**src/mcrm_pkg.sv**
```systemverilog
// shared types, constants and control interface of the rate meter
package mcrm_pkg;

   localparam int CHANNELS_DEF   = 64;
   localparam int COUNT_BITS_DEF = 48;
   localparam int TIME_BITS_DEF  = 32;

   localparam int RATE_BITS = 40;
   localparam int CSR_BITS  = 12;

   localparam logic [11:0] WINDOW_RESET   = 12'd10;
   localparam logic [6:0]  CHANNELS_RESET = 7'd64;

   typedef enum logic [0:0] {
      CSR_WINDOW_SECONDS  = 1'b0,
      CSR_CHANNELS_IN_USE = 1'b1
   } csr_index_type;

   typedef struct packed {
      logic [7:0]  channel;
      logic [15:0] weight;
      logic [31:0] now_seconds;
   } req_type;

   typedef struct packed {
      logic [5:0]           rate_channel;
      logic [RATE_BITS-1:0] rate_x16;
      logic                 last_report;
   } rsp_type;

   typedef enum logic [2:0] {
      ST_IDLE,
      ST_UPDATE,
      ST_BURST_READ,
      ST_DIV_START,
      ST_DIV_RUN,
      ST_OUTPUT
   } state_type;

   typedef struct packed {
      logic rd_item;
      logic wr_item;
      logic disp_take;
      logic burst_clear;
      logic rd_burst;
      logic div_start;
      logic out_load;
      logic burst_next;
   } cmd_type;

   typedef struct packed {
      logic item_in_range;
      logic display_due;
      logic burst_empty;
      logic div_busy;
      logic out_free;
      logic burst_last;
   } status_type;

endpackage

```
**src/mcrm_ctrl.sv**
```systemverilog
// controller state machine sequencing counting and display bursts
module mcrm_ctrl (
   input  logic                 clock,
   input  logic                 reset,
   input  logic                 req_valid,
   output logic                 req_ready,
   input  mcrm_pkg::status_type status,
   output mcrm_pkg::cmd_type    cmd
);
   import mcrm_pkg::*;

   state_type state_ff, state_in;

   always_ff @(posedge clock) begin
      if (reset) begin
         state_ff <= ST_IDLE;
      end else begin
         state_ff <= state_in;
      end
   end

   always_comb begin
      state_in  = state_ff;
      cmd       = '0;
      req_ready = 1'b0;
      unique case (state_ff)
         ST_IDLE: begin
            req_ready = 1'b1;
            if (req_valid) begin
               cmd.rd_item = 1'b1;
               state_in    = ST_UPDATE;
            end
         end
         ST_UPDATE: begin
            cmd.wr_item = status.item_in_range;
            if (status.display_due) begin
               cmd.disp_take   = 1'b1;
               cmd.burst_clear = 1'b1;
               state_in        = status.burst_empty ? ST_IDLE : ST_BURST_READ;
            end else begin
               state_in = ST_IDLE;
            end
         end
         ST_BURST_READ: begin
            cmd.rd_burst = 1'b1;
            state_in     = ST_DIV_START;
         end
         ST_DIV_START: begin
            cmd.div_start = 1'b1;
            state_in      = ST_DIV_RUN;
         end
         ST_DIV_RUN: begin
            if (!status.div_busy) begin
               state_in = ST_OUTPUT;
            end
         end
         ST_OUTPUT: begin
            if (status.out_free) begin
               cmd.out_load = 1'b1;
               if (status.burst_last) begin
                  state_in = ST_IDLE;
               end else begin
                  cmd.burst_next = 1'b1;
                  state_in       = ST_BURST_READ;
               end
            end
         end
         default: state_in = ST_IDLE;
      endcase
   end

endmodule

```
**config.mk**
```make
export PLATFORM = sky130hd
export DESIGN_NAME = mcrm_ctrl
export DESIGN_NICKNAME = d
export VERILOG_FILES = /design/src/mcrm_pkg.sv /design/src/mcrm_ctrl.sv
export SDC_FILE = /design/constraint.sdc
export NUM_CORES = 1
export LEC_CHECK = 0
export ABC_CLOCK_PERIOD_IN_PS = 1510
export BUFFER_PORTS_ARGS = -buffer_cell sky130_fd_sc_hd__buf_4
export CORE_AREA = 8 8 45 47
export DETAILED_ROUTE_END_ITERATION = 10
export DIE_AREA = 0 0 53 55
export HOLD_SLACK_MARGIN = 0.08
export SLEW_MARGIN = 20
export SYNTH_ARGS = -nofsm -noshare
export SYNTH_HDL_FRONTEND = slang
export SYNTH_SLANG_ARGS = --single-unit
```
**constraint.sdc**
```tcl
create_clock -name clock -period 1.51 [get_ports clock]
set_input_delay 0.3775 -clock clock [delete_from_list [all_inputs] [get_ports clock]]
set_output_delay 0.3775 -clock clock [all_outputs]
set_load 0.01 [all_outputs]
```
==> flow_summary.toml <==
[sta]
slew-limit-headroom_pct = 86.30
rsz0062_at_grt = "yes"
hold_viol_final = 0
fin_ws_ps = -23.68
period_share_pct = 101.6
maxSlewViolCount = 0
skew_ps = 0.3489
fin_crit_ps = 1534
setup_viol = 3
clock.fmax_ghz = 0.6520
worst_pin_slew_ps = 203.9

[synth]
synth_xor_area_share_pct = 0
ys_seq_area_share_pct = 26.82
synth_top_family_by_area = "simple AND/OR/NAND/NOR gates"
ys_seq_elements = 3
syn_avg_cell_area_um2 = 8.295
syn_inst = 27
synth_fp_nets = 36
synth-adder-area-share_pct = 0
synthMuxAreaShare_pct = 0
ys_types = 19
synth-compound-area-share_pct = 14.53
synthSimpleGateAreaFrac_pct = 50.28
synthesis.area_um2 = 224.0
synth_warnings = 0

[critical_path]
worstPathArrival_ps = 1160
path_cells = "nor2b_4 > and3_4 > nor2b_4 > buf_6"
worstPathRequired_ps = 1130
start_kind = "flip-flop"
crit_family = "simple AND/OR/NAND/NOR gates"
reg2reg_to = "state_ff[1]$_SDFFE_PP0P_"
setup.worst_path.end_class = "output pin"
slowest_delay_ps = 360
worstSetupPathType = "flip-flop to output pin"
slowest_stage = "dfxtp_4"
crit_buf_inv = 1
r2r_slack_ps = 430
worst_r2r_startpoint = "state_ff[2]$_SDFFE_PP0P_"
crit_start = "state_ff[0]$_SDFFE_PP0P_"
crit_fanout = 6
reg2reg_depth = 3
cp_common_cell = "nor2b_4"

[clocking]
cts.htree.levels = 1
numCtsBuffers = 3
clk_pin_slew_ps = 30
cts_root_buffer = "clkbuf_4"
cts_max_path_buffers = 2
clock-sinks = 3
clk_latency_ps = 230
cts_tree = "built"

[drt]
drt_wl_total_um = 729
drc = 0
drt_iter0_drc = 2
vias = 263
ant_nets = 0
firstDrtPassIters = 2
routed_via_density = 4.046
wl_per_cell_um = 11.22

[cells_and_area]
largest_reg_flops = 3
reg_top3 = "state_ff x3"
largest-register = "state_ff"
final_util_pct = 32.91
area_growth_pct = 103.4
num-fill-cells = 146
fin_nets = 59
n_antenna_cell = 0
drive_gt1_share_pct = 67.35

[grt]
grt_pass1_vias = 278
grt_start_max_net_pins = 11
grtUsageTotal_pct = 4.967
grt_pass1_wl_um = 1062
overflow = 0
antenna_found_initial = 0

[placement]
hpwlAfterDp_um = 577.6
place_congestion = 0.6462
io_buffers = 17
place_ws_ps = 111.6

[worst_hold_path]
hp-start = "reset"
min_path_cells = 2
worstHoldPathType = "input pin to flip-flop"
whs_endpoint = "state_ff[0]$_SDFFE_PP0P_"

[power]
power_frac_comb_pct = 23.5
p_int_mw = 0.2265
seq_power_share_pct = 29.8
power_frac_clock_pct = 46.7
leakage_nw = 0.2190
ir_drop_uv = 269.6
p_sw_mw = 0.06700
powerDensity_nw_per_um2 = 644.4
swShare_pct = 22.83

[status]
violations = "setup timing"
status = "finished with violations"

[die]
core_area_um2 = 1384
start_util_pct = 16.18
io_pins = 18
fp-row-count = 14
die_area_um2 = 2915
dieHeight_um = 55
die_x_um = 53

[flow_run]
cap_violations = 0
metal layers:
metal | part of all wire [%] | wire length (um) | GRT usage, %
met5 | 0 | 0 | 0
met4 | 0 | 0 | 3.879
met3 | 6.9 | 50 | 1.872
met2 | 55 | 398 | 8.008
met1 | 38 | 280 | 5.152
layout by cell type, fill, tap and decap left out, types with 2 or more instances in the layout:
master / n
buf_6: 6
nor2_1: 2
clkbuf_4: 3
dfxtp_2: 2
nor2b_4: 2
and3b_2: 3
buf_4: 14
a21oi_1: 2
power groups by stage:
stage	combinational (mW)	sequential, mW	clock, mW
CTS	0.0690	0.0871	0.146
detailed placement	0.0594	0.0882	0
finish	0.0690	0.0875	0.137
global route	0.0745	0.0883	0.150
floorplan	0.0254	0.0868	0
global placement	0.0591	0.0878	0
logic make-up (layout without fill, tap and decap cells):
group,count (synthesis),after routing
and+or+nand+nor,17,17
DFF,3,3
buffers and inverters,2,24
AOI/OAI and AO/OA,5,5
final cells by class:
| type | instances | area [um^2] | area share (%) |
|---|---|---|---|
| Clock buffer | 4 | 26.28 | 5.769 |
| Sequential cell | 3 | 66.31 | 14.56 |
| Multi-Input combinational cell | 22 | 170.2 | 37.36 |
| Tap cell | 16 | 20.02 | 4.396 |
| Timing Repair Buffer | 20 | 172.7 | 37.91 |
Yosys cell counts:
| library cell | count | area share, % |
|---|---|---|
| and3b_2 | 3 | 13 |
| dfxtp_1 | 3 | 27 |
| nor2b_1 | 3 | 8.4 |
| a21oi_1 | 2 | 4.5 |
| nor2_1 | 2 | 3.4 |
| a21boi_1 | 1 | 3.4 |
| and2_1 | 1 | 2.8 |
| and3_1 | 1 | 2.8 |
| buf_4 | 1 | 3.4 |
| buf_6 | 1 | 5.0 |
| nand2_1 | 1 | 1.7 |
| nand2b_1 | 1 | 2.8 |
| nand3_1 | 1 | 2.2 |
| nand3b_1 | 1 | 3.4 |
| nor3_1 | 1 | 2.2 |
| nor3b_1 | 1 | 3.4 |
| o21ai_0 | 1 | 2.2 |
| o21ba_1 | 1 | 4.5 |
| or3b_1 | 1 | 3.9 |
worst max-delay path by stage:
stage | slack, ps | to | depth (start not counted)
after floorplan | 110 | cmd[0] | 3
after global placement | 140 | cmd[0] | 4
after detailed placement | 110 | cmd[0] | 4
after CTS | -50 | cmd[0] | 4
after global routing | -80 | cmd[0] | 4
final | -20 | cmd[0] | 4
repair_timing:
item / 4_1_cts / 5_1_grt
cloned: 0 / 0
setup buffers: 1 / 1
endpoints found under the setup margin: 5 / 4
resized for setup: 11 / 4
hold buffers: 0 / 0
pin swaps: 2 / 1
through the flow:
| step | power (mW) | hold slack (ps) | TNS (ps) | instance area, um^2 | cells |
|---|---|---|---|---|---|
| 2_1_floorplan | 0.1122 | 446.6 | 0 | 224.0 | 27 |
| 6_report | 0.2935 | 310.7 | -39.27 | 455.4 | 65 |
| 4_1_cts | 0.3023 | 300.7 | -90.28 | 427.9 | 64 |
| 5_1_grt | 0.3131 | 307.2 | -260.1 | 455.4 | 65 |
| 3_3_place_gp | 0.1470 | 553.9 | 0 | 360.3 | 59 |
| 3_5_place_dp | 0.1476 | 559.4 | 0 | 360.3 | 59 |
No activity file was read; power rests on OpenSTA's default activity.
